$ cat config.mk
export PLATFORM = sky130hd
export DESIGN_NAME = gcbu_ctrl
export DESIGN_NICKNAME = d
export VERILOG_FILES = /design/src/rtl/grid_cell_bayes_update_defines.svh /design/src/rtl/gcbu_pkg.sv /design/src/rtl/gcbu_ctrl.sv
export SDC_FILE = /design/constraint.sdc
export NUM_CORES = 1
export LEC_CHECK = 0
export BUFFER_PORTS_ARGS = -buffer_cell sky130_fd_sc_hd__buf_4
export CAP_MARGIN = 5
export CORE_MARGIN = 5
export CORE_UTILIZATION = 40
export DETAILED_ROUTE_END_ITERATION = 6
export PLACE_DENSITY = 0.65
export SLEW_MARGIN = 20
export SYNTH_ARGS = -nofsm -noshare
export SYNTH_HDL_FRONTEND = slang
export SYNTH_SLANG_ARGS = --single-unit
$ cat constraint.sdc
create_clock -name clk -period 3.67 [get_ports clk]
set_input_delay 0.734 -clock clk [delete_from_list [all_inputs] [get_ports clk]]
set_output_delay 0.734 -clock clk [all_outputs]
set_load 0.1 [all_outputs]
$ cat src/rtl/grid_cell_bayes_update_defines.svh
// Assertion macros shared by the grid cell update RTL.
`ifndef GRID_CELL_BAYES_UPDATE_DEFINES_SVH
`define GRID_CELL_BAYES_UPDATE_DEFINES_SVH

`ifndef SYNTHESIS

// Same-cycle implication, disabled while reset is asserted
`define GCBU_ASSERT_IMPLIES(label, clk, rst_n, cond, prop) \
    label: assert property (@(posedge clk) disable iff (!rst_n) (cond) |-> (prop)) \
        else $error("gcbu assertion failed");

// Next-cycle implication, disabled while reset is asserted
`define GCBU_ASSERT_NEXT(label, clk, rst_n, cond, prop) \
    label: assert property (@(posedge clk) disable iff (!rst_n) (cond) |=> (prop)) \
        else $error("gcbu assertion failed");

`else

`define GCBU_ASSERT_IMPLIES(label, clk, rst_n, cond, prop)
`define GCBU_ASSERT_NEXT(label, clk, rst_n, cond, prop)

`endif

`endif

$ cat src/rtl/gcbu_pkg.sv
// Shared constants, types and helper functions of the grid cell update block.
package gcbu_pkg;

    // Map and number format
    localparam int NUM_CELLS      = 65536;
    localparam int PROB_FRAC_BITS = 16;
    localparam int CELL_AW        = $clog2(NUM_CELLS);
    localparam int PROB_W         = PROB_FRAC_BITS + 1;
    localparam int PROD_W         = 2 * PROB_W;
    localparam int DEN_W          = 2 * PROB_FRAC_BITS + 1;
    localparam int DIV_CNT_W      = $clog2(PROB_FRAC_BITS);
    localparam int ONE_Q          = 1 << PROB_FRAC_BITS;

    // Port field widths
    localparam int IDX_W      = 16;
    localparam int LIK_W      = 17;
    localparam int OUT_PROB_W = 17;
    localparam int ACT_W      = 2;
    localparam int REG_W      = 16;

    // Configuration port
    localparam int APB_ADDR_W = 4;
    localparam int APB_DATA_W = 32;
    localparam int REG_IDX_W  = APB_ADDR_W - 2;

    localparam logic [REG_IDX_W-1:0] REG_PRIOR = 2'd0;
    localparam logic [REG_IDX_W-1:0] REG_UPPER = 2'd1;
    localparam logic [REG_IDX_W-1:0] REG_LOWER = 2'd2;

    localparam logic [REG_W-1:0] PRIOR_RESET = 16'd52429;
    localparam logic [REG_W-1:0] UPPER_RESET = 16'd52429;
    localparam logic [REG_W-1:0] LOWER_RESET = 16'd13107;

    // Result action codes
    localparam logic [ACT_W-1:0] ACT_FUSE  = 2'd0;
    localparam logic [ACT_W-1:0] ACT_PRIOR = 2'd1;
    localparam logic [ACT_W-1:0] ACT_SKIP  = 2'd2;

    typedef struct packed {
        logic [IDX_W-1:0] cell_index;
        logic [LIK_W-1:0] likelihood;
        logic             likelihood_valid;
    } in_item_t;

    typedef struct packed {
        logic [IDX_W-1:0]      cell_index_out;
        logic [OUT_PROB_W-1:0] probability;
        logic [ACT_W-1:0]      action;
    } out_item_t;

    typedef struct packed {
        logic [REG_W-1:0] prior_prob;
        logic [REG_W-1:0] upper_prob;
        logic [REG_W-1:0] lower_prob;
    } cfg_t;

    // Controller to datapath commands
    typedef struct packed {
        logic in_load;
        logic clear_step;
        logic mem_rd;
        logic mul_num;
        logic mul_odd;
        logic den_load;
        logic div_init;
        logic div_step;
        logic commit;
    } ctrl_cmd_t;

    // Datapath to controller status
    typedef struct packed {
        logic clear_last;
        logic fuse_path;
        logic out_free;
    } dp_status_t;

    // Limit an unsigned Q16.16 value to one, giving Q1.16
    function automatic logic [PROB_W-1:0] sat_one(input logic [31:0] v);
        logic [PROB_W-1:0] r;
        if (v > 32'(ONE_Q))
        begin
            r = PROB_W'(ONE_Q);
        end
        else
        begin
            r = PROB_W'(v);
        end
        return r;
    endfunction

endpackage

$ cat src/rtl/gcbu_ctrl.sv
// Sequencer: known-bit clearing sweep, cell read, multiply, divide and commit steps.
module gcbu_ctrl (
    input  logic                    clk,
    input  logic                    rst_n,
    input  logic                    item_valid,
    output logic                    item_ready,
    input  gcbu_pkg::dp_status_t    status,
    output gcbu_pkg::ctrl_cmd_t     cmd
);

    typedef enum logic [9:0] {
        ST_CLEAR    = 10'b0000000001,
        ST_IDLE     = 10'b0000000010,
        ST_READ     = 10'b0000000100,
        ST_DECIDE   = 10'b0000001000,
        ST_MUL_NUM  = 10'b0000010000,
        ST_MUL_ODD  = 10'b0000100000,
        ST_DEN      = 10'b0001000000,
        ST_DIV_INIT = 10'b0010000000,
        ST_DIV      = 10'b0100000000,
        ST_WRITE    = 10'b1000000000
    } state_t;

    state_t                         state_reg;
    state_t                         state_next;
    logic [gcbu_pkg::DIV_CNT_W-1:0] cnt_reg;
    logic [gcbu_pkg::DIV_CNT_W-1:0] cnt_next;

    always_ff @(posedge clk or negedge rst_n)
    begin
        if (!rst_n)
        begin
            state_reg <= ST_CLEAR;
            cnt_reg   <= '0;
        end
        else
        begin
            state_reg <= state_next;
            cnt_reg   <= cnt_next;
        end
    end

    assign item_ready = (state_reg == ST_IDLE);

    // Next state and commands
    always_comb
    begin
        state_next = state_reg;
        cnt_next   = cnt_reg;
        cmd        = '0;
        cmd.in_load = item_valid && (state_reg == ST_IDLE);
        case (state_reg)
            ST_CLEAR:
            begin
                cmd.clear_step = 1'b1;
                if (status.clear_last)
                begin
                    state_next = ST_IDLE;
                end
            end
            ST_IDLE:
            begin
                if (item_valid)
                begin
                    state_next = ST_READ;
                end
            end
            ST_READ:
            begin
                cmd.mem_rd = 1'b1;
                state_next = ST_DECIDE;
            end
            ST_DECIDE:
            begin
                state_next = status.fuse_path ? ST_MUL_NUM : ST_WRITE;
            end
            ST_MUL_NUM:
            begin
                cmd.mul_num = 1'b1;
                state_next  = ST_MUL_ODD;
            end
            ST_MUL_ODD:
            begin
                cmd.mul_odd = 1'b1;
                state_next  = ST_DEN;
            end
            ST_DEN:
            begin
                cmd.den_load = 1'b1;
                state_next   = ST_DIV_INIT;
            end
            ST_DIV_INIT:
            begin
                cmd.div_init = 1'b1;
                cnt_next     = '0;
                state_next   = ST_DIV;
            end
            ST_DIV:
            begin
                cmd.div_step = 1'b1;
                if (cnt_reg == gcbu_pkg::DIV_CNT_W'(gcbu_pkg::PROB_FRAC_BITS - 1))
                begin
                    state_next = ST_WRITE;
                end
                else
                begin
                    cnt_next = cnt_reg + 1'b1;
                end
            end
            ST_WRITE:
            begin
                // Hold until the result register can take the transfer
                if (status.out_free)
                begin
                    cmd.commit = 1'b1;
                    state_next = ST_IDLE;
                end
            end
            default:
            begin
                state_next = ST_CLEAR;
            end
        endcase
    end

endmodule

[Word-level counts from Yosys, hierarchy flattened]
Index checks and enable logic that the tools add are counted.
Word-level totals
  word-level logic and storage cells: 40
  input port bits: 6
  register bits: 14
  output and inout bits: 10
Operators by class
  muxes and demuxes: 17
  reductions and logical operators: 4
  equal/unequal tests: 16
  add/sub/neg operators: 1
Operators with widths (count)
  $pmux 10 s10: 1
  $mux 10: 5
  $eq 10x1->1 const B: 1
  $eq 10x10->1 const B: 1
  $eq 10x2->1 const B: 1
  $eq 10x3->1 const B: 1
  $eq 10x4->1 const B: 1
  $eq 10x5->1 const B: 1
  $eq 10x6->1 const B: 1
  $eq 10x7->1 const B: 1
  $eq 10x8->1 const B: 1
  $eq 10x9->1 const B: 1
  $ne 2x2->1 const B: 5
  $mux 1: 9
  $pmux 4 s2: 1
  $add 4x1->4 const B: 1
  $eq 4x4->1 const B: 1
  $mux 4: 1
  $reduce_and 4->1: 1
  $reduce_and 2->1: 1
  $reduce_bool 2->1: 1
  $logic_and 1x1->1: 1

[Logic depth before layout (Yosys ltp)]
  word-level depth: 3
  depth in mapped cells: 6
  depth with buffers taken out: 5

[Worst setup path before layout]
Ideal clock, no wire load.
  path type: register to output
  start point: register state_reg[4]
  end point: output port cmd[6] (netlist name)
  path slack: -0.385 ns
  cell stages (with the launch flop): 4
  required time: 2.936 ns
  buffers on the path: 0
  data arrival time: 3.321 ns
  cell sequence: dfrtp_1 nor4_4 nand3_1 nor3b_1
RTL lines
  start: declaration: line gcbu_ctrl.sv:24  | state_t state_reg;
  start signal: assignment: line gcbu_ctrl.sv:38  | state_reg <= state_next;
  end: declaration: line gcbu_ctrl.sv:8  | output gcbu_pkg::ctrl_cmd_t cmd

==> out/metrics.yaml <==
highest_layer: "met4"
critPathRequiredTime_ns: 2.94
clock_skew_ns: 0.0110
post_cts_buffers: 0
slew_headroom_pct: 63.1
period_minus_slack_ns: 2.87
clkPwrFrac_pct: 19.5
clk_pin_slew_ns: 0.10
synthFlopType: "dfrtp_1"
wl_mm: 1.90
yosysUniqueCellTypes: 34
grt_pass1_wl_mm: 3.26
rows: 17
die_w_um: 56.9
slew_viol_final: 0
seqPwrFrac_pct: 34.5
grt_max_degree: 15
grt_usage_pct: 13.0
wl_met2_um: 943
cts.path.max_buffers: 2
critPathLaunchType: "register"
r2r_cells: 4
final_util_pct: 48.9
intPower_mw: 0.307
sw_frac_of_total_pct: 47.4
synth_warnings: 0
critPathMaxFanout: 9
dieArea_mm2: 0.00323
finalPower_mw: 0.584
powerDensity_mw_per_mm2: 556
r2r_end: "cnt_reg[3]"
numCtsBuffers: 3
vias_per_cell: 5.35
synth_top_area_share_pct: 37.0
cp_top_family: "simple AND/OR/NAND/NOR gates"
coreArea_mm2: 0.00215
rsz0062_at_grt: "false"
leakagePower_nw: 0.499
synth_seq_cells: 14
max_stage_delay_ns: 0.52
clk_latency_ns: 0.28
end_kind: "primary output"
drive_gt1_share_pct: 23.0
worstPathArrival_ns: 2.13
dr.pass1.iters: 4
path_buf_inv: 2
largest_reg_flops: 10
final_area_mm2: 0.00105
status: "complete, no violations"
setup-violations-final: 0
placed_area_mm2: 0.00101
regToRegSetupSlack_ns: 1.89
initial_core_util_pct: 40.9
seq_area_frac_synth_pct: 40.0
ant_nets: 0
synth_area_um2: 878
synth.avg_cell_area_um2: 8.96
ir_drop_mv: 0.273
place_congestion: 0.874
final_nets: 121
grt_overflow: 0
fmax_ghz: 0.349
tightest_slew_ns: 0.549
critPathSlowestCell: "nor4_2"
syn2layout_area_growth_pct: 19.7
route.detailed.drc: 0
drt-met1-wl_um: 843
synth_common_cells: "dfrtp_1 (13), nor2_1 (11), nand2_1 (10)"
wl_met3_um: 97
num_vias: 754
combPwrFrac_pct: 46.1
synth_nets: 105
synth-edff-count: 0
dp.final_hpwl_mm: 1.43
hold_viol_final: 0
nFillCells: 210
cts_hold_buf: 0
n_antenna_cell: 0
drv_cap: 0
fin_tns_setup_ns: 0
ios: 16
post_cts_resized: 0
die_h_um: 56.9
synth_top_area_cell: "dfrtp_1"
cts_tree: "done"
synth.area.top_cells: "dfrtp_1 (37%), nor2_1 (4.7%), nand2_1 (4.3%)"
antenna_found_initial: 0
crit_start: "state_reg[9]"
cts.sinks: 14
postSynthCellCount: 98
portBuffers: 15
crit_chain: "nor4_2 -> nand2_1 -> or3_1 -> inv_1 -> buf_4"
switching_power_mw: 0.277
drtIter0Drc: 20
worst-setup-path-type: "reg -> out"
r2r_start: "state_reg[4]"
period_share_pct: 78.1
post-synth-top-count-cell: "dfrtp_1"
grt_pass1_vias: 690
h-tree-depth: 1
min_path_type: "in -> async"
cts-root-buf: "clkbuf_4"
async_flop_share_pct: 100
wire_per_inst_um: 13.5
cell families (layout without fill, tap and decap cells):
logic type      after synthesis  in the layout  share of synthesized area [%]
simple gates                 53             53                           38.9
fa+ha+maj                     1              1                           1.42
mux                           1              1                           1.14
xor+xnor                      2              2                           1.99
flops                        14             14                           40.0
buf+inv                      10             25                           4.42
compound gates               17             17                           12.1
power groups by stage:
stage / Clock (mW) / Sequential [mW] / Combinational [mW]
after floorplan: 0 / 0.192 / 0.223
after global placement: 0 / 0.202 / 0.271
after detailed placement: 0 / 0.204 / 0.270
after CTS: 0.120 / 0.201 / 0.271
after global routing: 0.125 / 0.205 / 0.291
final: 0.114 / 0.201 / 0.269
worst max-delay path by stage:
stage | end | cells past startpoint
after floorplan | cmd[8] | 4
after global placement | cmd[0] | 5
after detailed placement | cmd[0] | 5
after CTS | cmd[0] | 5
after global routing | cmd[0] | 5
final | cmd[7] | 5
layer usage:
layer,global-route usage (%),vias up
met5,0,-
met4,2.98,0
met3,5.06,2
met2,21.6,13
met1,15.8,356
li1,-,383
through the flow:
stage | hold slack [ns] | setup slack, ns | instances
after floorplan | 0.438 | 0.343 | 98
after global placement | 0.498 | 1.15 | 137
after detailed placement | 0.510 | 1.12 | 137
after CTS | 0.277 | 0.793 | 141
after global routing | 0.281 | 0.612 | 141
final | 0.276 | 0.804 | 141
cells in the final DEF, fill, tap and decap left out, types with 2 or more instances in the layout:
master,count
or3_1,2
o2bb2ai_1,2
inv_1,6
and4_1,3
buf_4,15
nand3_1,4
nand3b_1,2
a21oi_1,3
nor2_1,11
dfrtp_1,13
nand4_1,2
nor3b_1,4
clkbuf_4,3
and2_1,3
nor2b_1,4
o22ai_1,2
o21ai_0,6
nand2_1,10
final cells by class:
type	instances	area [um^2]	share of cell area, %
multi-input combinational	74	493	46.9
sequential	14	352	33.5
timing repair buffer	15	113	10.7
clock buffer	4	36.3	3.45
tap	28	35.0	3.33
inverter	6	22.5	2.14
Power figures use the tool's default switching activity.
