## config.mk

```make
export PLATFORM = sky130hd
export DESIGN_NAME = gcbu_regs
export DESIGN_NICKNAME = d
export VERILOG_FILES = /design/src/rtl/grid_cell_bayes_update_defines.svh /design/src/rtl/gcbu_pkg.sv /design/src/rtl/gcbu_regs.sv
export SDC_FILE = /design/constraint.sdc
export NUM_CORES = 1
export LEC_CHECK = 0
export BUFFER_PORTS_ARGS = -buffer_cell sky130_fd_sc_hd__buf_2
export CORE_ASPECT_RATIO = 0.9
export CORE_UTILIZATION = 49
export CTS_CLUSTER_SIZE = 20
export DETAILED_ROUTE_END_ITERATION = 8
export PLACE_DENSITY = 0.82
export SYNTH_ARGS = -nofsm -noshare
export SYNTH_HDL_FRONTEND = slang
export SYNTH_SLANG_ARGS = --single-unit
```

## constraint.sdc

```tcl
create_clock -name clk -period 3.2 [get_ports clk]
set_input_delay 0.8 -clock clk [delete_from_list [all_inputs] [get_ports clk]]
set_output_delay 0.8 -clock clk [all_outputs]
set_load 0.02 [all_outputs]
```

## src/rtl/grid_cell_bayes_update_defines.svh

```systemverilog
// Assertion macros shared by the grid cell update RTL.
`ifndef GRID_CELL_BAYES_UPDATE_DEFINES_SVH
`define GRID_CELL_BAYES_UPDATE_DEFINES_SVH

`ifndef SYNTHESIS

// Same-cycle implication, disabled while reset is asserted
`define GCBU_ASSERT_IMPLIES(label, clk, rst_n, cond, prop) \
    label: assert property (@(posedge clk) disable iff (!rst_n) (cond) |-> (prop)) \
        else $error("gcbu assertion failed");

// Next-cycle implication, disabled while reset is asserted
`define GCBU_ASSERT_NEXT(label, clk, rst_n, cond, prop) \
    label: assert property (@(posedge clk) disable iff (!rst_n) (cond) |=> (prop)) \
        else $error("gcbu assertion failed");

`else

`define GCBU_ASSERT_IMPLIES(label, clk, rst_n, cond, prop)
`define GCBU_ASSERT_NEXT(label, clk, rst_n, cond, prop)

`endif

`endif

```

## src/rtl/gcbu_pkg.sv

```systemverilog
// Shared constants, types and helper functions of the grid cell update block.
package gcbu_pkg;

    // Map and number format
    localparam int NUM_CELLS      = 65536;
    localparam int PROB_FRAC_BITS = 16;
    localparam int CELL_AW        = $clog2(NUM_CELLS);
    localparam int PROB_W         = PROB_FRAC_BITS + 1;
    localparam int PROD_W         = 2 * PROB_W;
    localparam int DEN_W          = 2 * PROB_FRAC_BITS + 1;
    localparam int DIV_CNT_W      = $clog2(PROB_FRAC_BITS);
    localparam int ONE_Q          = 1 << PROB_FRAC_BITS;

    // Port field widths
    localparam int IDX_W      = 16;
    localparam int LIK_W      = 17;
    localparam int OUT_PROB_W = 17;
    localparam int ACT_W      = 2;
    localparam int REG_W      = 16;

    // Configuration port
    localparam int APB_ADDR_W = 4;
    localparam int APB_DATA_W = 32;
    localparam int REG_IDX_W  = APB_ADDR_W - 2;

    localparam logic [REG_IDX_W-1:0] REG_PRIOR = 2'd0;
    localparam logic [REG_IDX_W-1:0] REG_UPPER = 2'd1;
    localparam logic [REG_IDX_W-1:0] REG_LOWER = 2'd2;

    localparam logic [REG_W-1:0] PRIOR_RESET = 16'd52429;
    localparam logic [REG_W-1:0] UPPER_RESET = 16'd52429;
    localparam logic [REG_W-1:0] LOWER_RESET = 16'd13107;

    // Result action codes
    localparam logic [ACT_W-1:0] ACT_FUSE  = 2'd0;
    localparam logic [ACT_W-1:0] ACT_PRIOR = 2'd1;
    localparam logic [ACT_W-1:0] ACT_SKIP  = 2'd2;

    typedef struct packed {
        logic [IDX_W-1:0] cell_index;
        logic [LIK_W-1:0] likelihood;
        logic             likelihood_valid;
    } in_item_t;

    typedef struct packed {
        logic [IDX_W-1:0]      cell_index_out;
        logic [OUT_PROB_W-1:0] probability;
        logic [ACT_W-1:0]      action;
    } out_item_t;

    typedef struct packed {
        logic [REG_W-1:0] prior_prob;
        logic [REG_W-1:0] upper_prob;
        logic [REG_W-1:0] lower_prob;
    } cfg_t;

    // Controller to datapath commands
    typedef struct packed {
        logic in_load;
        logic clear_step;
        logic mem_rd;
        logic mul_num;
        logic mul_odd;
        logic den_load;
        logic div_init;
        logic div_step;
        logic commit;
    } ctrl_cmd_t;

    // Datapath to controller status
    typedef struct packed {
        logic clear_last;
        logic fuse_path;
        logic out_free;
    } dp_status_t;

    // Limit an unsigned Q16.16 value to one, giving Q1.16
    function automatic logic [PROB_W-1:0] sat_one(input logic [31:0] v);
        logic [PROB_W-1:0] r;
        if (v > 32'(ONE_Q))
        begin
            r = PROB_W'(ONE_Q);
        end
        else
        begin
            r = PROB_W'(v);
        end
        return r;
    endfunction

endpackage

```

## src/rtl/gcbu_regs.sv

```systemverilog
// APB-style configuration registers: prior, upper and lower probability.
module gcbu_regs (
    input  logic                              clk,
    input  logic                              rst_n,
    input  logic                              psel,
    input  logic                              penable,
    input  logic                              pwrite,
    input  logic [gcbu_pkg::APB_ADDR_W-1:0]   paddr,
    input  logic [gcbu_pkg::APB_DATA_W-1:0]   pwdata,
    output logic [gcbu_pkg::APB_DATA_W-1:0]   prdata,
    output logic                              pready,
    output gcbu_pkg::cfg_t                    cfg
);

    logic [gcbu_pkg::REG_W-1:0]     prior_reg;
    logic [gcbu_pkg::REG_W-1:0]     upper_reg;
    logic [gcbu_pkg::REG_W-1:0]     lower_reg;
    logic [gcbu_pkg::REG_IDX_W-1:0] reg_idx;
    logic                           wr_en;

    assign reg_idx = paddr[gcbu_pkg::APB_ADDR_W-1:2];
    assign wr_en   = psel && penable && pwrite;
    assign pready  = 1'b1;

    // Write a register on the access phase of a transfer
    always_ff @(posedge clk or negedge rst_n)
    begin
        if (!rst_n)
        begin
            prior_reg <= gcbu_pkg::PRIOR_RESET;
            upper_reg <= gcbu_pkg::UPPER_RESET;
            lower_reg <= gcbu_pkg::LOWER_RESET;
        end
        else if (wr_en)
        begin
            case (reg_idx)
                gcbu_pkg::REG_PRIOR: prior_reg <= pwdata[gcbu_pkg::REG_W-1:0];
                gcbu_pkg::REG_UPPER: upper_reg <= pwdata[gcbu_pkg::REG_W-1:0];
                gcbu_pkg::REG_LOWER: lower_reg <= pwdata[gcbu_pkg::REG_W-1:0];
                default: ;
            endcase
        end
    end

    // Read back
    always_comb
    begin
        case (reg_idx)
            gcbu_pkg::REG_PRIOR: prdata = gcbu_pkg::APB_DATA_W'(prior_reg);
            gcbu_pkg::REG_UPPER: prdata = gcbu_pkg::APB_DATA_W'(upper_reg);
            gcbu_pkg::REG_LOWER: prdata = gcbu_pkg::APB_DATA_W'(lower_reg);
            default:             prdata = '0;
        endcase
    end

    assign cfg.prior_prob = prior_reg;
    assign cfg.upper_prob = upper_reg;
    assign cfg.lower_prob = lower_reg;

endmodule

```

After elaboration in Yosys (flattened, before gate mapping):

Index checks and enable logic that the tools add are counted.

* output and inout port bits: 81
* memory bits (read-only): 0
* input bits: 41
* register bits after elaboration: 48
* bits in latches: 0
* RAM bits: 0
* memories kept: 0
* word-level logic and storage cells: 12

* multiplexer cells: 1
* bitwise operators: 0
* shift operators: 0
* $lt $le $gt $ge: 0
* $add $sub $neg: 0
* reductions and logical operators: 6
* equality and inequality tests: 2
* divide/modulo/power cells: 0
* multipliers: 0

Operators with widths (number)
* $pmux W16 S3: 1
* $reduce_and A2 Y1: 3
* $eq A2 B1 Y1 const B: 1
* $eq A2 B2 Y1 const B: 1
* $logic_and A1 B1 Y1: 2
* $logic_not A2 Y1: 1

Longest topological paths before layout:

Gate-level depths: netlist of run 1.

* word-level depth: 3
* depth in mapped cells: 5
* depth with buffers taken out: 3

Worst setup path before layout of run 1:

No wires, ideal clock.

* path type: input-to-output
* from: input paddr[2] (netlist bit)
* to: output prdata[12] (netlist bit)
* stages on the path: 4
* setup slack: 0.621 ns
* data arrival time: 1.779 ns
* path buffers: 2
* data required time: 2.400 ns
* path through: buf_6 > buf_2 > mux2i_1 > o21ai_0

* longest elaborated chain between the ends: 2
* elaborated cells between the ends (all ways): 4

Ends and longest elaborated chain
* from (decl): RTL line gcbu_regs.sv:8 `input logic [gcbu_pkg::APB_ADDR_W-1:0] paddr,`
* $eq A2 B2 Y1, or another cell as far along: RTL line gcbu_regs.sv:48 `case (reg_idx)`
* $pmux W16 S3 *: RTL line gcbu_regs.sv:48
* to (decl): RTL line gcbu_regs.sv:10 `output logic [gcbu_pkg::APB_DATA_W-1:0] prdata,`

Every way passes the cells marked *; elsewhere a longest branch is shown, timed or not.

Final worst setup path of run 1:

* from: input paddr[2] (netlist bit)
* to: output prdata[7] (netlist bit)

Same word-level chain as after synthesis.

==> impl_metrics.env, run 1 <==
export IMPL_clock_root_buffer="clkbuf_8"
export IMPL_yosys_warnings=0
export IMPL_post_dp_cell_area_mm2=0.00277
export IMPL_port_buffers=86
export IMPL_overflow=0
export IMPL_worstSkewPairLatency_ps=280
export IMPL_die_area_mm2=0.00511
export IMPL_antenna_left=0
export IMPL_crit_path_end_kind="output port"
export IMPL_slew_limit_headroom_pct=31.4
export IMPL_htree_levels=2
export IMPL_max_freq_mhz=363
export IMPL_wirelength_um=4870
export IMPL_clock_skew_ps=0
export IMPL_worstSetupEndpoint="prdata[7]"
export IMPL_synth_common_cells="38 x mux2_2, 26 x dfstp_2, 22 x dfrtp_1"
export IMPL_grt_usage_pct=20.6
export IMPL_cts_resized_gates=0
export IMPL_die_x_um=75.2
export IMPL_synthTopCellsByArea="dfstp_2 29%, dfrtp_1 23%, mux2_2 18%, mux2i_1 6.8%, mux2_4 6.3%"
export IMPL_worstHoldPathType="reg -> reg"
export IMPL_ys_ff_latch=48
export IMPL_yosysSeqAreaShare_pct=52.2
export IMPL_arrival_ps=1960
export IMPL_cp_required_ps=2400
export IMPL_path_clk_slew_ps=80
export IMPL_p_leak_nw=1.44
export IMPL_pwr_density_cell_mw_per_mm2=690
export IMPL_gp_congestion=0.778
export IMPL_cap_viol_max_count=0
export IMPL_fillers=370
export IMPL_r2r_end="lower_reg[3]"
export IMPL_syn_to_final_growth_pct=20.7
export IMPL_drv_slew=0
export IMPL_final_area_mm2=0.00286
export IMPL_wl_per_cell_um=14.9
export IMPL_r2r_setup_slack_ps=2410
export IMPL_dpl_hpwl_um=3390
export IMPL_antenna_found_initial=0
export IMPL_first_pass_iters=4
export IMPL_r2r_cells=1
export IMPL_synth_top_area_share_pct=28.9
export IMPL_synth_edf_count=0
export IMPL_synth_avg_cell_area_um2=13.3
export IMPL_vdd_drop_max_mv=0.376
export IMPL_path_class="in -> out"
export IMPL_setup_viol=0
export IMPL_synth_cell_types=19
export IMPL_cts_setup_buffers=0
export IMPL_grt_pass1_vias=1512
export IMPL_num_antenna_cells=0
export IMPL_fin_nets=305
export IMPL_timing_final_hold_violations=0
export IMPL_cp_start_kind="primary input"
export IMPL_ys_flop_type="dfstp_2"
export IMPL_initial_core_util_pct=52.0
export IMPL_fp_coreArea_mm2=0.00455
export IMPL_synth_cells=178
export IMPL_cp_max_fo=10
export IMPL_via_per_inst=5.01
export IMPL_die_y_um=67.9
export IMPL_worstMarginPinSlew_ps=1030
export IMPL_first_iter_violations=47
export IMPL_numCtsBuffers=5
export IMPL_grt_pass1_wl_um=7580
export IMPL_post_route_period_util_pct=86.1
export IMPL_pin_count=122
export IMPL_drc=0
export IMPL_num_vias=1637
export IMPL_startpoint="paddr[2]"
export IMPL_grt_start_max_net_pins=49
export IMPL_rsz0062_at_grt="no"
export IMPL_async_flop_share_pct=100
export IMPL_syn_area_mm2=0.00236
export IMPL_outcome="finished, final reports clean"
export IMPL_r2r_start="lower_reg[3]"
export IMPL_rows=23
export IMPL_cts_hold_buf=0
export IMPL_tns_ps=0
export IMPL_synth_top_area_cell="dfstp_2"
export IMPL_synth_most_common_cell="mux2_2"
export IMPL_cts_buffer_depth=2
export IMPL_drive_gt1_share_pct=65.3
export IMPL_fin_crit_ps=2760
export IMPL_cts_tree="built"
export IMPL_clock_sinks=48
## how the worst min path moves through the flow
stage | cells past startpoint | end | startpoint
final | 1 | upper_reg[1] | upper_reg[1]
after global routing | 1 | prior_reg[1] | prior_reg[1]
after CTS | 1 | lower_reg[10] | lower_reg[10]
after detailed placement | 1 | lower_reg[10] | lower_reg[10]
after global placement | 1 | lower_reg[10] | lower_reg[10]
after floorplan | 0 | lower_reg[10] | rst_n
## power by group
group          total (mW)  leakage [nW]  internal (mW)  switching [mW]
Sequential          0.911         0.542          0.805           0.106
Combinational       0.701         0.848          0.288           0.412
Clock               0.357        0.0455          0.176           0.180
Total                1.97          1.44           1.27           0.699
## layout make-up
type / count / area, um2 / share of cell area, %
Sequential cell: 48 / 1230 / 43.2
Timing Repair Buffer: 91 / 468 / 16.4
Multi-Input combinational cell: 118 / 986 / 34.5
Clock buffer: 8 / 90.1 / 3.16
Tap cell: 62 / 77.6 / 2.72
## kinds of logic after synthesis
| family | share of synthesized area [%] |
|---|---|
| flip-flops | 52.2 |
| AO/OA/AOI/OAI | 3.39 |
| AND/OR/NAND/NOR | 4.39 |
| multiplexers | 31.2 |
| other | 0.318 |
| buffers and inverters | 8.52 |
## cell usage in the layout (no fill, tap or decap)
| master | instances |
|---|---|
| and2b_1 | 1 |
| buf_2 | 86 |
| buf_4 | 5 |
| clkbuf_1 | 2 |
| clkbuf_8 | 6 |
| conb_1 | 17 |
| dfrtp_1 | 22 |
| dfstp_2 | 26 |
| mux2_2 | 38 |
| mux2_4 | 10 |
| mux2i_1 | 16 |
| nand2_1 | 16 |
| nand3_1 | 1 |
| nor3_2 | 1 |
| nor3b_2 | 1 |
| o21ai_0 | 15 |
| o21ai_1 | 1 |
| or3b_1 | 1 |
## worst max-delay path, stage by stage
cell	delay, ps
buf_2	100
and2b_1	450
buf_4	250
nand2_1	70
o21ai_0	80
buf_2	200
## through the flow
| stage | std cells | power, mW | hold slack, ps | util, % | worst slack [ps] |
|---|---|---|---|---|---|
| after CTS | 327 | 1.99 | 535 | 62.8 | 434 |
| final | 327 | 1.97 | 533 | 62.8 | 444 |
| after detailed placement | 319 | 1.63 | 515 | 60.8 | 438 |
| after global routing | 327 | 2.09 | 553 | 62.8 | 358 |
| after floorplan | 193 | 1.39 | 504 | - | 621 |
| after global placement | 319 | 1.61 | 510 | 60.8 | 517 |
## metal layers
metal	vias to the layer above	global-route usage, %	share of wire [%]
li1	755	-	-
met2	52	33.7	52
met1	826	26.8	44
met5	-	0	0
met4	0	7.18	1.0
met3	4	5.30	3.3
Power figures use the tool's default switching activity.
==> run 2, diff against run 1 <==
--- a/config.mk
+++ b/config.mk
@@ -5,12 +5,13 @@
 export SDC_FILE = /design/constraint.sdc
 export NUM_CORES = 1
 export LEC_CHECK = 0
+export ABC_AREA = 1
 export BUFFER_PORTS_ARGS = -buffer_cell sky130_fd_sc_hd__buf_2
 export CORE_ASPECT_RATIO = 0.9
 export CORE_UTILIZATION = 49
 export CTS_CLUSTER_SIZE = 20
 export DETAILED_ROUTE_END_ITERATION = 8
-export PLACE_DENSITY = 0.82
+export PLACE_DENSITY = 0.81
 export SYNTH_ARGS = -nofsm -noshare
 export SYNTH_HDL_FRONTEND = slang
 export SYNTH_SLANG_ARGS = --single-unit
==> run 2 against run 1 <==
First-iteration DRC count up 150%; cell count up 37%; final area up 1.3%; non-clock buffer count down 3.
==> impl_metrics.env, run 2 <==
export IMPL_power_frac_comb_pct=32.2
export IMPL_yosysSeqAreaShare_pct=50.6
export IMPL_drv_slew=0
export IMPL_fin_crit_ps=2650
export IMPL_synthTopCellsByArea="nand2_1 28%, dfstp_2 28%, dfrtp_1 23%, buf_4 6.8%, nand2_2 3.3%"
export IMPL_post_route_period_util_pct=82.7
export IMPL_p_seq_share_pct=47.8
export IMPL_outcome="finished, final reports clean"
export IMPL_synth_common_cells="183 x nand2_1, 26 x dfstp_2, 22 x buf_4, 22 x dfrtp_1, 16 x nand3_1"
export IMPL_grt_pass1_wl_um=9280
export IMPL_met3_usage_pct=3.95
export IMPL_worstMarginPinSlew_ps=995
export IMPL_die_y_um=68.9
export IMPL_numCtsBuffers=5
export IMPL_overflow=0
export IMPL_fillers=426
export IMPL_slew_limit_headroom_pct=33.7
export IMPL_use_met1_pct=28.4
export IMPL_rows=23
export IMPL_cap_viol_max_count=0
export IMPL_fp_coreArea_mm2=0.00460
export IMPL_tns_ps=0
export IMPL_arrival_ps=1850
export IMPL_pin_count=122
export IMPL_synth_cells=302
export IMPL_grt_start_max_net_pins=47
export IMPL_worstHoldPathType="reg -> reg"
export IMPL_first_pass_iters=4
export IMPL_grt_usage_pct=23.4
export IMPL_ys_ff_latch=48
export IMPL_cts_setup_buffers=0
export IMPL_synth_top_area_cell="nand2_1"
export IMPL_fin_util_pct=62.8
export IMPL_die_x_um=76.4
export IMPL_gp_congestion=0.762
export IMPL_grtUsageMet2_pct=43.5
export IMPL_die_area_mm2=0.00526
export IMPL_port_buffers=86
export IMPL_worstSkewPairLatency_ps=290
export IMPL_cp_start_kind="primary input"
export IMPL_clock_root_buffer="clkbuf_8"
export IMPL_layout_common_cells="183 x nand2_1, 86 x buf_2, 26 x dfstp_2"
export IMPL_synth_edf_count=0
export IMPL_grt_pass1_vias=1883
export IMPL_antenna_left=0
export IMPL_crit_path_end_kind="output port"
export IMPL_p_sw_share_pct=38.0
export IMPL_synth_top_area_share_pct=28.2
export IMPL_clock_skew_ps=0
export IMPL_cts_resized_gates=0
export IMPL_p_int_mw=1.15
export IMPL_async_flop_share_pct=100
export IMPL_drc=0
export IMPL_num_vias=2112
export IMPL_ys_flop_type="dfstp_2"
export IMPL_fin_nets=427
export IMPL_yosys_warnings=0
export IMPL_wirelength_um=5920
export IMPL_path_class="in -> out"
export IMPL_cp_max_fo=12
export IMPL_first_iter_violations=117
export IMPL_drive_gt1_share_pct=37.7
export IMPL_wl_per_cell_um=13.2
export IMPL_initial_core_util_pct=53.0
export IMPL_power_frac_clock_pct=20.0
export IMPL_total_power_mw=1.85
export IMPL_antenna_found_initial=0
export IMPL_cp_required_ps=2400
export IMPL_cts_hold_buf=0
export IMPL_dpl_hpwl_um=3920
export IMPL_syn_to_final_growth_pct=18.6
export IMPL_top_usage_layer="met2"
export IMPL_via_per_inst=4.70
export IMPL_htree_levels=2
export IMPL_vdd_drop_max_mv=0.413
export IMPL_cts_tree="built"
export IMPL_timing_final_hold_violations=0
export IMPL_path_clk_slew_ps=80
export IMPL_num_antenna_cells=0
export IMPL_cts_buffer_depth=2
export IMPL_pwr_density_cell_mw_per_mm2=640
export IMPL_synth_avg_cell_area_um2=8.07
export IMPL_rsz0062_at_grt="no"
export IMPL_syn_area_mm2=0.00244
export IMPL_hold_slack_ps=473
export IMPL_p_leak_nw=1.67
export IMPL_netSwitchingPower_mw=0.703
export IMPL_layout_commonest_cell="nand2_1"
export IMPL_synth_cell_types=16
export IMPL_synth_most_common_cell="nand2_1"
export IMPL_setup_viol=0
export IMPL_clock_sinks=48
export IMPL_max_freq_mhz=378
-- run 2: cell types whose count changed in the layout (fill, tap and decap cells not counted), moves of 13 or more --
cell and change:
nand2_2 +13, nand2_1 +167, mux2i_1 -16, o21ai_0 -15, mux2_2 -38, nand3_1 +15
-- run 2: power groups by stage --
| stage | clock [mW] | combinational (mW) | sequential, mW |
|---|---|---|---|
| final | 0.370 | 0.597 | 0.885 |
| after global routing | 0.401 | 0.654 | 0.904 |
| after global placement | 0 | 0.588 | 0.890 |
| after detailed placement | 0 | 0.602 | 0.893 |
| after floorplan | 0 | 0.238 | 1.04 |
| after CTS | 0.376 | 0.604 | 0.884 |
-- run 2: metal layers --
layer	routed length, um	share of wire (%)	vias up
met4	55	0.93	0
met5	0	0	-
li1	-	-	1052
met3	429	7.2	5
met1	2500	42	971
met2	2940	50	84
-- run 2: cell type report --
| type | instances | area [um2] | area share, % |
|---|---|---|---|
| clock inverters | 1 | 7.51 | 0.260 |
| clock buffers | 7 | 86.3 | 2.98 |
| repair buffers | 88 | 445 | 15.4 |
| inverters | 5 | 18.8 | 0.649 |
| flip-flops and latches | 48 | 1230 | 42.6 |
| well taps | 62 | 77.6 | 2.68 |
| multi-input cells | 238 | 1020 | 35.4 |
-- run 2: through the flow --
stage / std cells / setup slack [ps] / area (um2)
floorplan: 317 / 905 / 2490
global placement: 441 / 590 / 2800
detailed placement: 441 / 552 / 2800
CTS: 449 / 548 / 2890
global route: 449 / 515 / 2890
finish: 449 / 554 / 2890
-- run 2: cell families after synthesis --
| kind of cell | count (synthesis) | share of synthesized area, % |
|---|---|---|
| simple gates | 221 | 39.4 |
| other cells | 2 | 0.308 |
| flops | 48 | 50.6 |
| buf+inv | 31 | 9.75 |
-- run 2: worst max-delay path, cell delays in order --
cell and delay [ps]:
buf_2 120, nor2_2 280, buf_4 290, nand2_1 90, nand3_1 90, buf_2 170
-- run 2: worst paths after layout --
path | from | end | slack, ps | cells after the start
max | paddr[3] | prdata[14] | 550 | 6
min | upper_reg[6] | upper_reg[6] | 470 | 2
max reg2reg | lower_reg[13] | lower_reg[13] | 2460 | 2
min reg2reg | upper_reg[6] | upper_reg[6] | 470 | 2
max in group asynchronous | rst_n | prior_reg[6] | 1810 | 2
min in group asynchronous | rst_n | lower_reg[2] | 670 | 1
==> run 3, diff against run 2 <==
--- a/config.mk
+++ b/config.mk
@@ -8,10 +8,10 @@
 export ABC_AREA = 1
 export BUFFER_PORTS_ARGS = -buffer_cell sky130_fd_sc_hd__buf_2
 export CORE_ASPECT_RATIO = 0.9
-export CORE_UTILIZATION = 49
+export CORE_UTILIZATION = 46
 export CTS_CLUSTER_SIZE = 20
 export DETAILED_ROUTE_END_ITERATION = 8
-export PLACE_DENSITY = 0.81
+export PLACE_DENSITY = 0.76
 export SYNTH_ARGS = -nofsm -noshare
 export SYNTH_HDL_FRONTEND = slang
 export SYNTH_SLANG_ARGS = --single-unit
==> constraint.sdc (replaced) <==
create_clock -name clk -period 2.55 [get_ports clk]
set_input_delay 0.6375 -clock clk [delete_from_list [all_inputs] [get_ports clk]]
set_output_delay 0.6375 -clock clk [all_outputs]
set_load 0.02 [all_outputs]
==> run 3 against run 2 <==
Routed wire length is 0.41% lower; first-iteration DRC count is 17% lower; non-clock buffer count is 2 higher; via count is 0.47% higher; critical path type unchanged; largest cell class unchanged.
==> impl_metrics.env, run 3 (synthesized netlist as in run 2, its figures left out) <==
export IMPL_grt_pass1_vias=2006
export IMPL_crit_top_cell="buf_2"
export IMPL_grt_usage_pct=22.6
export IMPL_layout_commonest_cell="nand2_1"
export IMPL_vdd_drop_max_mv=0.418
export IMPL_multi_input_area_mm2=0.00102
export IMPL_r2r_cells=2
export IMPL_fin_util_pct=58.7
export IMPL_cts_resized_gates=0
export IMPL_p_leak_nw=1.70
export IMPL_clock_sinks=48
export IMPL_die_y_um=71.1
export IMPL_worstSkewPairLatency_ps=290
export IMPL_dpl_hpwl_um=3990
export IMPL_r2r_setup_slack_ps=1810
export IMPL_power_frac_clock_pct=22.5
export IMPL_path_class="in -> out"
export IMPL_power_frac_comb_pct=31.4
export IMPL_cap_viol_max_count=0
export IMPL_num_antenna_cells=0
export IMPL_max_freq_mhz=439
export IMPL_total_power_mw=2.39
export IMPL_first_iter_violations=97
export IMPL_arrival_ps=1640
export IMPL_cts_hold_buf=0
export IMPL_fp_coreArea_mm2=0.00498
export IMPL_path_clk_slew_ps=90
export IMPL_final_area_mm2=0.00293
export IMPL_drc=0
export IMPL_clock_root_buffer="clkbuf_8"
export IMPL_grt_pass1_wl_um=9530
export IMPL_die_x_um=78.8
export IMPL_antenna_left=0
export IMPL_hold_slack_ps=238
export IMPL_htree_levels=2
export IMPL_initial_core_util_pct=48.9
export IMPL_num_vias=2122
export IMPL_drv_slew=0
export IMPL_cp_max_fo=17
export IMPL_fin_crit_ps=2280
export IMPL_layout_common_cells="183 x nand2_1, 86 x buf_2, 26 x dfstp_2"
export IMPL_post_dp_cell_area_mm2=0.00282
export IMPL_numCtsBuffers=5
export IMPL_die_area_mm2=0.00560
export IMPL_cts_buffer_depth=2
export IMPL_cp_required_ps=1910
export IMPL_r2r_start="lower_reg[4]"
export IMPL_rsz0062_at_grt="no"
export IMPL_p_int_mw=1.51
export IMPL_grt_start_max_net_pins=18
export IMPL_p_sw_share_pct=36.7
export IMPL_post_route_period_util_pct=89.2
export IMPL_r2r_end="lower_reg[4]"
export IMPL_first_pass_iters=4
export IMPL_timing_final_hold_violations=0
export IMPL_netSwitchingPower_mw=0.879
export IMPL_outcome="finished, final reports clean"
export IMPL_worstPathCellList="buf_2 -> inv_1 -> nand2_2 -> inv_2 -> nand2_1 -> nand3_1 -> buf_2"
export IMPL_slowest_delay_ps=300
export IMPL_via_per_inst=4.67
export IMPL_crit_path_end_kind="output port"
export IMPL_overflow=0
export IMPL_cts_tree="built"
export IMPL_antenna_found_initial=0
export IMPL_clock_skew_ps=0
export IMPL_drive_gt1_share_pct=38.0
export IMPL_pin_count=122
export IMPL_seq_area_mm2=0.00123
export IMPL_gp_congestion=0.776
export IMPL_cp_start_kind="primary input"
export IMPL_port_buffers=86
export IMPL_setup_viol=0
export IMPL_wl_per_cell_um=13.0
export IMPL_worstHoldPathType="in -> async"
export IMPL_rows=24
export IMPL_wirelength_um=5900
export IMPL_p_seq_share_pct=46.2
export IMPL_cts_setup_buffers=0
export IMPL_fillers=483
export IMPL_startpoint="paddr[3]"
export IMPL_fin_nets=429
export IMPL_syn_to_final_growth_pct=20.0
export IMPL_cp_slowest_cell="inv_2"
export IMPL_tns_ps=0
export IMPL_pwr_density_cell_mw_per_mm2=818
==> run 3: cell count changes in the layout (fill, tap and decap cells not counted), sizes merged <==
cell,delta
clkinvlp,-1
clkbuf,-1
clkinv,+1
bufinv,+1
buf,+2
==> run 3: layer usage <==
metal / share of wire, % / track usage, %
met1: 43 / 29.7
met2: 48 / 36.3
met3: 7.1 / 4.13
met4: 1.5 / 10.7
met5: 0 / 0
==> run 3: critical path, delay by kind of cell <==
| kind | cells | cell delay [ps] |
|---|---|---|
| and+or+nand+nor | 3 | 330 |
| buffers and inverters | 4 | 660 |
==> run 3: power groups by stage <==
stage / logic (mW) / registers, mW / clock network, mW
after global placement: 0.742 / 1.11 / 0
after floorplan: 0.298 / 1.31 / 0
final: 0.750 / 1.10 / 0.537
after CTS: 0.760 / 1.10 / 0.550
after global routing: 0.824 / 1.13 / 0.577
after detailed placement: 0.758 / 1.11 / 0
==> run 3: cell type report <==
class	count	area share (%)
clock buffer	6	2.48
clock inverter	2	1.20
inverter	5	0.642
multi-input combinational	238	35.0
sequential	48	42.2
tap	65	2.78
timing repair buffer	90	15.7
==> run 3: how the worst max path moves through the flow <==
| stage | endpoint | slack [ps] | depth (start not counted) |
|---|---|---|---|
| after floorplan | prdata[12] | 580 | 4 |
| after global placement | prdata[13] | 310 | 7 |
| after detailed placement | prdata[13] | 290 | 7 |
| after CTS | prdata[13] | 280 | 7 |
| after global routing | prdata[13] | 190 | 7 |
| final | prdata[13] | 270 | 7 |
==> run 3: per-stage QoR <==
step           worst slack (ps)  instances
4_1_cts                     283        454
3_3_place_gp                311        446
3_5_place_dp                290        446
6_report                    275        454
2_1_floorplan               580        317
5_1_grt                     191        454
